<file path="config.mk">
export PLATFORM = sky130hd
export DESIGN_NAME = slot_select_memory_mapper_flat
export DESIGN_NICKNAME = d
export VERILOG_FILES = /design/src/rtl/core/ssmm_pkg.sv /design/src/rtl/core/ssmm_if.sv /design/src/rtl/core/slot_select_memory_mapper.sv /design/src/rtl/core/ssmm_decode.sv /design/src/flat_wrapper.sv
export SDC_FILE = /design/constraint.sdc
export NUM_CORES = 1
export LEC_CHECK = 0
export BUFFER_PORTS_ARGS = -buffer_cell sky130_fd_sc_hd__buf_2
export CAP_MARGIN = 20
export CORE_MARGIN = 1
export CORE_UTILIZATION = 59
export CTS_CLUSTER_SIZE = 16
export DETAILED_ROUTE_END_ITERATION = 16
export HOLD_SLACK_MARGIN = 0.02
export PLACE_DENSITY_LB_ADDON = 0.2
export SETUP_SLACK_MARGIN = 0.1
export SLEW_MARGIN = 20
export SYNTH_ARGS = -nofsm -noshare
export SYNTH_HDL_FRONTEND = slang
export SYNTH_SLANG_ARGS = --single-unit
</file>
<file path="constraint.sdc">
create_clock -name clk -period 6.4 [get_ports clk]
set_clock_uncertainty 0.1 [all_clocks]
set_input_delay 0.64 -clock clk [delete_from_list [all_inputs] [get_ports clk]]
set_output_delay 0.64 -clock clk [all_outputs]
set_load 0.05 [all_outputs]
</file>
<file path="src/rtl/core/ssmm_pkg.sv">
`timescale 1ns / 1ps
package ssmm_pkg;

  localparam int RAM_ADDRESS_BITS = 22;
  localparam int DEV_ADDR_W       = 22;
  localparam int CFG_ADDR_W       = 3;
  localparam int CFG_DATA_W       = 32;

  localparam logic [DEV_ADDR_W-1:0] RAM_MASK =
    DEV_ADDR_W'((64'd1 << RAM_ADDRESS_BITS) - 64'd1);

  localparam logic [15:0] ADDR_SEC_SLOT = 16'hFFFF;
  localparam int          PAGE_SHIFT    = 14;

  localparam logic [7:0] PORT_VDP      = 8'h98;
  localparam logic [7:0] PORT_PSG_SEL  = 8'hA0;
  localparam logic [7:0] PORT_PSG_DATA = 8'hA1;
  localparam logic [7:0] PORT_PSG_READ = 8'hA2;
  localparam logic [7:0] PORT_PPI_A    = 8'hA8;
  localparam logic [7:0] PORT_PPI_B    = 8'hA9;
  localparam logic [7:0] PORT_PPI_C    = 8'hAA;
  localparam logic [7:0] PORT_MAPPER   = 8'hFC;
  localparam logic [7:0] BYTE_FF       = 8'hFF;

  localparam logic [CFG_ADDR_W-1:0] CFG_PLAIN_MODEL = 3'h0;
  localparam logic [CFG_ADDR_W-1:0] CFG_SUB_ROM     = 3'h4;

  typedef enum logic [1:0] {
    ACT_MEM_READ   = 2'd0,
    ACT_MEM_WRITE  = 2'd1,
    ACT_PORT_READ  = 2'd2,
    ACT_PORT_WRITE = 2'd3
  } action_t;

  typedef enum logic [3:0] {
    TGT_INTERNAL  = 4'd0,
    TGT_BIOS      = 4'd1,
    TGT_CART      = 4'd2,
    TGT_EXPANSION = 4'd3,
    TGT_RAM       = 4'd4,
    TGT_SUBROM    = 4'd5,
    TGT_VIDEO     = 4'd6,
    TGT_SOUND     = 4'd7,
    TGT_KEYBOARD  = 4'd8,
    TGT_DROPPED   = 4'd9
  } target_t;

  localparam logic [1:0] SLOT_BIOS = 2'd0;
  localparam logic [1:0] SLOT_CART = 2'd1;
  localparam logic [1:0] SLOT_EXP  = 2'd2;
  localparam logic [1:0] SUB_RAM   = 2'd0;
  localparam logic [1:0] SUB_ROM   = 2'd1;
  localparam logic [1:0] REG_PSG_SEL  = 2'd0;
  localparam logic [1:0] REG_PSG_DATA = 2'd1;

  typedef logic [3:0][1:0] slot_row_t;
  typedef logic [3:0][7:0] bank_set_t;

  typedef struct packed {
    logic [1:0]  action;
    logic [15:0] address;
    logic [7:0]  data;
  } item_t;

  typedef struct packed {
    logic [3:0]            target;
    logic [DEV_ADDR_W-1:0] device_address;
    logic [1:0]            device_register;
    logic [7:0]            write_value;
    logic [7:0]            read_value;
  } result_t;

  typedef struct packed {
    logic       pri_we;
    logic       sec_we;
    logic [1:0] sec_row;
    logic       map_we;
    logic [1:0] map_idx;
    logic [7:0] data;
  } update_t;

  typedef struct packed {
    logic plain_model;
    logic sub_rom_present;
  } cfg_t;

endpackage

</file>
<file path="src/rtl/core/ssmm_if.sv">
`timescale 1ns / 1ps
interface ssmm_in_if;
  logic        valid;
  logic        ready;
  logic [1:0]  action;
  logic [15:0] address;
  logic [7:0]  data;

  modport source (output valid, action, address, data, input ready);
  modport sink (input valid, action, address, data, output ready);
endinterface

interface ssmm_out_if;
  logic        valid;
  logic        ready;
  logic [3:0]  target;
  logic [21:0] device_address;
  logic [1:0]  device_register;
  logic [7:0]  write_value;
  logic [7:0]  read_value;

  modport source (output valid, target, device_address, device_register, write_value,
                  read_value, input ready);
  modport sink (input valid, target, device_address, device_register, write_value,
                read_value, output ready);
endinterface

</file>
<file path="src/rtl/core/slot_select_memory_mapper.sv">
`timescale 1ns / 1ps
// Slot select and memory mapper. Decodes one CPU bus transaction per cycle
// into a target device and device address while out_bus.ready does not stall.
// A transaction is captured in an input register and decoded against the slot
// and mapper registers on its way into the result register, so transactions
// stream at one per cycle unless the output is stalled. Slot register, secondary slot
// (FFFF) and mapper port writes take effect for the very next transaction.
// The APB port holds plain_model at 0x0 and sub_rom_present at 0x4.
module slot_select_memory_mapper (
  input  logic                                 clk,
  input  logic                                 rst_n,
  ssmm_in_if.sink                              in_bus,
  ssmm_out_if.source                           out_bus,
  input  logic                                 psel,
  input  logic                                 penable,
  input  logic                                 pwrite,
  input  logic [ssmm_pkg::CFG_ADDR_W-1:0]      paddr,
  input  logic [ssmm_pkg::CFG_DATA_W-1:0]      pwdata,
  output logic [ssmm_pkg::CFG_DATA_W-1:0]      prdata,
  output logic                                 pready
);
  import ssmm_pkg::*;

  logic                s1_valid_r;
  item_t               s1_item_r;
  logic                out_valid_r;
  result_t             out_res_r;
  cfg_t                cfg_r;
  slot_row_t           pri_r;
  slot_row_t [3:0]     sec_r;
  bank_set_t           bank_r;
  result_t             dec_res;
  update_t             dec_upd;
  logic                s1_adv;
  logic                cfg_wr;

  assign s1_adv       = s1_valid_r && (!out_valid_r || out_bus.ready);
  assign in_bus.ready = !s1_valid_r || s1_adv;
  assign cfg_wr       = psel && penable && pwrite;
  assign pready       = 1'b1;

  always_comb begin
    prdata = '0;
    case (paddr[2])
      CFG_PLAIN_MODEL[2]: prdata[0] = cfg_r.plain_model;
      default:            prdata[0] = cfg_r.sub_rom_present;
    endcase
  end

  ssmm_decode u_decode (
    .item      (s1_item_r),
    .cfg       (cfg_r),
    .primary   (pri_r),
    .secondary (sec_r),
    .bank      (bank_r),
    .res       (dec_res),
    .upd       (dec_upd)
  );

  always_ff @(posedge clk) begin
    if (!rst_n) begin
      cfg_r <= '0;
    end else if (cfg_wr) begin
      if (paddr[2] == CFG_SUB_ROM[2]) begin
        cfg_r.sub_rom_present <= pwdata[0];
      end else begin
        cfg_r.plain_model <= pwdata[0];
      end
    end
  end

  always_ff @(posedge clk) begin
    if (!rst_n) begin
      s1_valid_r <= 1'b0;
    end else if (in_bus.ready) begin
      s1_valid_r <= in_bus.valid;
    end
  end

  always_ff @(posedge clk) begin
    if (in_bus.valid && in_bus.ready) begin
      s1_item_r <= '{action: in_bus.action, address: in_bus.address, data: in_bus.data};
    end
  end

  always_ff @(posedge clk) begin
    if (!rst_n) begin
      out_valid_r <= 1'b0;
    end else if (s1_adv) begin
      out_valid_r <= 1'b1;
    end else if (out_bus.ready) begin
      out_valid_r <= 1'b0;
    end
  end

  always_ff @(posedge clk) begin
    if (s1_adv) begin
      out_res_r <= dec_res;
    end
  end

  always_ff @(posedge clk) begin
    if (!rst_n) begin
      pri_r  <= '0;
      sec_r  <= '0;
      bank_r <= '0;
    end else if (s1_adv) begin
      if (dec_upd.pri_we) begin
        pri_r <= dec_upd.data;
      end
      if (dec_upd.sec_we) begin
        sec_r[dec_upd.sec_row] <= dec_upd.data;
      end
      if (dec_upd.map_we) begin
        bank_r[dec_upd.map_idx] <= dec_upd.data;
      end
    end
  end

  assign out_bus.valid           = out_valid_r;
  assign out_bus.target          = out_res_r.target;
  assign out_bus.device_address  = out_res_r.device_address;
  assign out_bus.device_register = out_res_r.device_register;
  assign out_bus.write_value     = out_res_r.write_value;
  assign out_bus.read_value      = out_res_r.read_value;

endmodule

</file>
<file path="src/rtl/core/ssmm_decode.sv">
`timescale 1ns / 1ps
module ssmm_decode (
  input  ssmm_pkg::item_t              item,
  input  ssmm_pkg::cfg_t               cfg,
  input  ssmm_pkg::slot_row_t          primary,
  input  ssmm_pkg::slot_row_t [3:0]    secondary,
  input  ssmm_pkg::bank_set_t          bank,
  output ssmm_pkg::result_t            res,
  output ssmm_pkg::update_t            upd
);
  import ssmm_pkg::*;

  logic [1:0]            page;
  logic [1:0]            prim;
  logic [1:0]            sec;
  logic [7:0]            port;
  logic [7:0]            pack_pri;
  logic [7:0]            pack_sec;
  logic [DEV_ADDR_W-1:0] ram_addr;
  logic [DEV_ADDR_W-1:0] port_addr;

  assign page      = item.address[15:PAGE_SHIFT];
  assign prim      = primary[page];
  assign sec       = secondary[prim][page];
  assign port      = item.address[7:0];
  assign pack_pri  = primary;
  assign pack_sec  = secondary[primary[3]];
  assign port_addr = DEV_ADDR_W'(port);

  always_comb begin
    if (cfg.plain_model) begin
      ram_addr = DEV_ADDR_W'(item.address);
    end else begin
      ram_addr = DEV_ADDR_W'({bank[page], item.address[PAGE_SHIFT-1:0]}) & RAM_MASK;
    end
  end

  always_comb begin
    res.target          = TGT_INTERNAL;
    res.device_address  = DEV_ADDR_W'(item.address);
    res.device_register = 2'd0;
    res.write_value     = 8'd0;
    res.read_value      = 8'd0;
    upd.pri_we          = 1'b0;
    upd.sec_we          = 1'b0;
    upd.sec_row         = primary[3];
    upd.map_we          = 1'b0;
    upd.map_idx         = port[1:0];
    upd.data            = item.data;
    case (action_t'(item.action))
      ACT_MEM_READ: begin
        if (item.address == ADDR_SEC_SLOT) begin
          res.read_value = ~pack_sec;
        end else begin
          case (prim)
            SLOT_BIOS: res.target = TGT_BIOS;
            SLOT_CART: res.target = TGT_CART;
            SLOT_EXP:  res.target = TGT_EXPANSION;
            default: begin
              if (sec == SUB_RAM) begin
                res.target         = TGT_RAM;
                res.device_address = ram_addr;
              end else if (sec == SUB_ROM && cfg.sub_rom_present) begin
                res.target = TGT_SUBROM;
              end else begin
                res.read_value = BYTE_FF;
              end
            end
          endcase
        end
      end
      ACT_MEM_WRITE: begin
        res.write_value = item.data;
        if (item.address == ADDR_SEC_SLOT) begin
          upd.sec_we = 1'b1;
        end else begin
          case (prim)
            SLOT_BIOS: res.target = TGT_DROPPED;
            SLOT_CART: res.target = TGT_CART;
            SLOT_EXP:  res.target = TGT_EXPANSION;
            default: begin
              res.target         = TGT_RAM;
              res.device_address = ram_addr;
            end
          endcase
        end
      end
      ACT_PORT_READ: begin
        res.device_address = port_addr;
        if (port[7:2] == PORT_VDP[7:2]) begin
          res.target          = TGT_VIDEO;
          res.device_register = port[1:0];
        end else if (port == PORT_PSG_READ) begin
          res.target          = TGT_SOUND;
          res.device_register = REG_PSG_DATA;
        end else if (port == PORT_PPI_A) begin
          res.read_value = pack_pri;
        end else if (port == PORT_PPI_B) begin
          res.target = TGT_KEYBOARD;
        end else if (port[7:2] == PORT_MAPPER[7:2]) begin
          res.read_value = cfg.plain_model ? BYTE_FF : bank[port[1:0]];
        end else begin
          res.read_value = BYTE_FF;
        end
      end
      default: begin
        res.device_address = port_addr;
        res.write_value    = item.data;
        if (port[7:2] == PORT_VDP[7:2]) begin
          res.target          = TGT_VIDEO;
          res.device_register = port[1:0];
        end else if (port == PORT_PSG_SEL) begin
          res.target          = TGT_SOUND;
          res.device_register = REG_PSG_SEL;
        end else if (port == PORT_PSG_DATA) begin
          res.target          = TGT_SOUND;
          res.device_register = REG_PSG_DATA;
        end else if (port == PORT_PPI_A) begin
          upd.pri_we = 1'b1;
        end else if (port == PORT_PPI_C) begin
          res.target      = TGT_KEYBOARD;
          res.write_value = {4'd0, item.data[3:0]};
        end else if (port[7:2] == PORT_MAPPER[7:2]) begin
          upd.map_we = 1'b1;
        end else begin
          res.target = TGT_DROPPED;
        end
      end
    endcase
  end

endmodule

</file>
<file path="src/flat_wrapper.sv">
// flat-port wrapper written by rule: the top's interface ports become plain ports
module slot_select_memory_mapper_flat import ssmm_pkg::*;
  (clk, rst_n, psel, penable, pwrite, paddr, pwdata, prdata, pready, in_bus_valid, in_bus_action, in_bus_address, in_bus_data, in_bus_ready, out_bus_valid, out_bus_target, out_bus_device_address, out_bus_device_register, out_bus_write_value, out_bus_read_value, out_bus_ready);
  ssmm_in_if in_bus_i ();
  ssmm_out_if out_bus_i ();
  input  logic clk;
  input  logic rst_n;
  input  logic psel;
  input  logic penable;
  input  logic pwrite;
  input  logic [ssmm_pkg::CFG_ADDR_W-1:0] paddr;
  input  logic [ssmm_pkg::CFG_DATA_W-1:0] pwdata;
  output logic [ssmm_pkg::CFG_DATA_W-1:0] prdata;
  output logic pready;
  input wire logic [$bits(in_bus_i.valid)-1:0] in_bus_valid;
  input wire logic [$bits(in_bus_i.action)-1:0] in_bus_action;
  input wire logic [$bits(in_bus_i.address)-1:0] in_bus_address;
  input wire logic [$bits(in_bus_i.data)-1:0] in_bus_data;
  output wire logic [$bits(in_bus_i.ready)-1:0] in_bus_ready;
  output wire logic [$bits(out_bus_i.valid)-1:0] out_bus_valid;
  output wire logic [$bits(out_bus_i.target)-1:0] out_bus_target;
  output wire logic [$bits(out_bus_i.device_address)-1:0] out_bus_device_address;
  output wire logic [$bits(out_bus_i.device_register)-1:0] out_bus_device_register;
  output wire logic [$bits(out_bus_i.write_value)-1:0] out_bus_write_value;
  output wire logic [$bits(out_bus_i.read_value)-1:0] out_bus_read_value;
  input wire logic [$bits(out_bus_i.ready)-1:0] out_bus_ready;
  assign in_bus_i.valid = in_bus_valid;
  assign in_bus_i.action = in_bus_action;
  assign in_bus_i.address = in_bus_address;
  assign in_bus_i.data = in_bus_data;
  assign in_bus_ready = in_bus_i.ready;
  assign out_bus_valid = out_bus_i.valid;
  assign out_bus_target = out_bus_i.target;
  assign out_bus_device_address = out_bus_i.device_address;
  assign out_bus_device_register = out_bus_i.device_register;
  assign out_bus_write_value = out_bus_i.write_value;
  assign out_bus_read_value = out_bus_i.read_value;
  assign out_bus_i.ready = out_bus_ready;
  slot_select_memory_mapper u_core (.clk(clk), .rst_n(rst_n), .in_bus(in_bus_i), .out_bus(out_bus_i), .psel(psel), .penable(penable), .pwrite(pwrite), .paddr(paddr), .pwdata(pwdata), .prdata(prdata), .pready(pready));
endmodule
</file>
==> impl_metrics.toml <==
[worst_setup_path]
cp_slowest_stage_delay_ns = 0.98
required_ns = 6.61
r2r_start = "u_core.s1_item_r[9]"
crit_fanout = 22
setup.worst_path.start = "u_core.s1_item_r[9]"
crit_path_end_kind = "flop"
critPathSlowestCell = "nor3b_1"
worstSetupStartpointType = "flop"
worstPathCellList = "nand4_1 -> or4_4 -> nor4_4 -> nor3b_1 -> buf_4 -> mux2i_1 -> nor2b_1"
critPathKind = "reg2reg"
worstPathArrival_ns = 4.03

[clock_network]
clockBufferDepth = 2
cts_tree = "done"
cts_buffers = 17
postCtsHoldBufs = 0
cts_setup_buffers = 0
h-tree-depth = 4
cts_resized = 0
clock_sinks = 146
worstSkewPairLatency_ns = 0.43
clockRootBuffer = "clkbuf_16"
clkTransAtPathRegs_ns = 0.06

[layout]
regArea_um2 = 3620
drive_gt1_share_pct = 22.9
layout.nets = 749
fillCellCount = 837
area_growth_pct = 13.0
diodes = 0
final-instance-count-excl-fill = 834
multi_input_area_um2 = 3210

[sta]
rsz0062_at_grt = "false"
drv_slew = 0
period_minus_slack_ns = 3.82
finalHoldViolCount = 0
fmax_ghz = 0.262
fin_setup_tns_ns = 0
tightest_slew_ns = 1.17
finalSetupViolations = 0
finalCritPeriodShare_pct = 59.7
slew_headroom_pct = 21.9

[pwr]
total_power_w = 0.00225
power_leakage_nw = 3.26
power.density_nw_per_um2 = 277
peakVddDrop_v = 0.000209

[detailed_routing]
routed-via-count = 4968
vias_per_cell = 5.96
firstDrtPassIters = 5
drt.antenna.violating_nets = 0
drc_errors = 0
wl_per_cell_um = 19.5
drt-total-wl_mm = 16.3
drtIter0Drc = 414

[floorplanning]
die_w_um = 112
die_area_um2 = 12600
core_um2 = 11700
start_util_pct = 61.7
ios = 147
rows = 39
die_h_um = 112

[synthesis]
ys.flop_type = "dfxtp_1"
synthDistinctLibCells = 54
synth-async-reset-ratio_pct = 0
syn_area_um2 = 7200
synth-seq-cells = 146
synth-edff-count = 70
seq_area_frac_synth_pct = 50.4
yosysWarningCount = 0
avgSynthCellArea_um2 = 11.6
syn_inst = 619

[grt]
grt_use_met2_pct = 44.4
grt_use_met1_pct = 34.2
grt_max_degree = 85
antenna_found_initial = 0
use_met3_pct = 6.59
grt_pass1_wl_mm = 25.8
grt_busiest_layer = "met2"
first_global_vias = 4975
grt_overflow = 0
grtUsageTotal_pct = 27.1

[placed_design]
hpwl_mm = 10.9
port_buffers = 81
dp_cells = 803
gp_routability_congestion = 0.893

[min_path]
hp-class = "in2reg"
hp-start = "in_bus_address[0]"

[run_status]
status = "completed"

[run]
maxCapViolCount = 0
## power by group
part	switching [W]	internal (W)
Sequential	0.0000243	0.00101
Combinational	0.000146	0.0000437
Clock	0.000376	0.000652
Total	0.000546	0.00170
## state kept, by name, indices dropped and copies added, names as in the netlist
name	flops
u_core.bank_r	32
u_core.cfg_r	2
u_core.out_bus.device_address	22
u_core.out_bus.device_register	2
u_core.out_bus.read_value	8
u_core.out_bus.target	4
u_core.out_bus.valid	1
u_core.out_bus.write_value	8
u_core.pri_r	8
u_core.s1_item_r	26
u_core.s1_valid_r	1
u_core.sec_r	32
## cell families after synthesis
| kind of cell | synth area share (%) |
|---|---|
| simple gates | 16.4 |
| flops | 50.4 |
| mux | 18.9 |
| buf+inv | 6.78 |
| compound gates | 7.08 |
| fa+ha+maj | 0.348 |
| other cells | 0.104 |
## final timing paths
kind,end,slack (ns),depth (start not counted)
setup / recovery,u_core.sec_r[6],2.58,7
hold / removal,u_core.s1_item_r[8],0.29,1
setup reg to reg,u_core.sec_r[6],2.58,7
hold reg to reg,u_core.out_bus.device_address[7],0.38,0
## stage by stage
stage               area (um^2)  setup slack (ns)  hold slack (ns)  utilization, %
finish                     8130              2.58            0.290            69.7
global route               8130              2.55            0.277            69.7
CTS                        8120              2.67            0.278            69.6
detailed placement         7500              2.79            0.375            64.3
global placement           7500              2.86            0.364            64.3
floorplan                  7310              3.74            0.321               -
## layout by cell type (no fill, tap or decap), types with 3 or more instances in the layout
| master | instances |
|---|---|
| nor3_1 | 9 |
| and2_1 | 12 |
| or2_2 | 4 |
| a21oi_1 | 7 |
| conb_1 | 32 |
| nand3_1 | 24 |
| or3b_1 | 8 |
| dfxtp_1 | 76 |
| buf_2 | 80 |
| nor2_1 | 14 |
| inv_1 | 10 |
| buf_4 | 8 |
| o31ai_1 | 4 |
| edfxtp_1 | 70 |
| nand3b_1 | 5 |
| o22ai_1 | 18 |
| nand4_1 | 5 |
| mux4_2 | 25 |
| clkbuf_8 | 3 |
| and3_1 | 3 |
| a31oi_1 | 6 |
| mux2i_1 | 72 |
| o21ai_0 | 25 |
| nor2b_1 | 76 |
| nand2_1 | 27 |
| clkbuf_16 | 19 |
| o311ai_0 | 4 |
## critical path, delay by kind of cell, from the launching register on
family / cells / cell delay (ns)
flip-flops: 1 / 0.88
buffers and inverters: 1 / 0.31
multiplexers: 1 / 0.23
AND/OR/NAND/NOR: 5 / 2.18
## area by class of cell
cell class                      count  area share (%)
Multi-Input combinational cell    416            39.5
Clock buffer                       24            6.48
Clock inverter                      7            1.14
Timing Repair Buffer               88            5.66
Sequential cell                   146            44.6
Inverter                           10           0.462
Tap cell                          143            2.20
## per-layer routing
metal	part of all wire (%)	vias to the layer above
met1	43	2414
met5	0	-
met3	5.8	32
li1	-	2330
met4	2.5	0
met2	49	192
## cell usage after synthesis (14+ instances only)
master / instances / share of area [%]
buf_4: 33 / 3.4
clkbuf_1: 23 / 1.2
dfxtp_1: 76 / 21
edfxtp_1: 70 / 29
mux2i_1: 72 / 10
mux4_2: 25 / 7.8
nand2_1: 27 / 1.4
nand3_1: 24 / 1.7
nor2_1: 14 / 0.73
nor2b_1: 76 / 6.6
o21ai_0: 25 / 1.7
o22ai_1: 18 / 1.6
(Power assumes the default switching activity.)
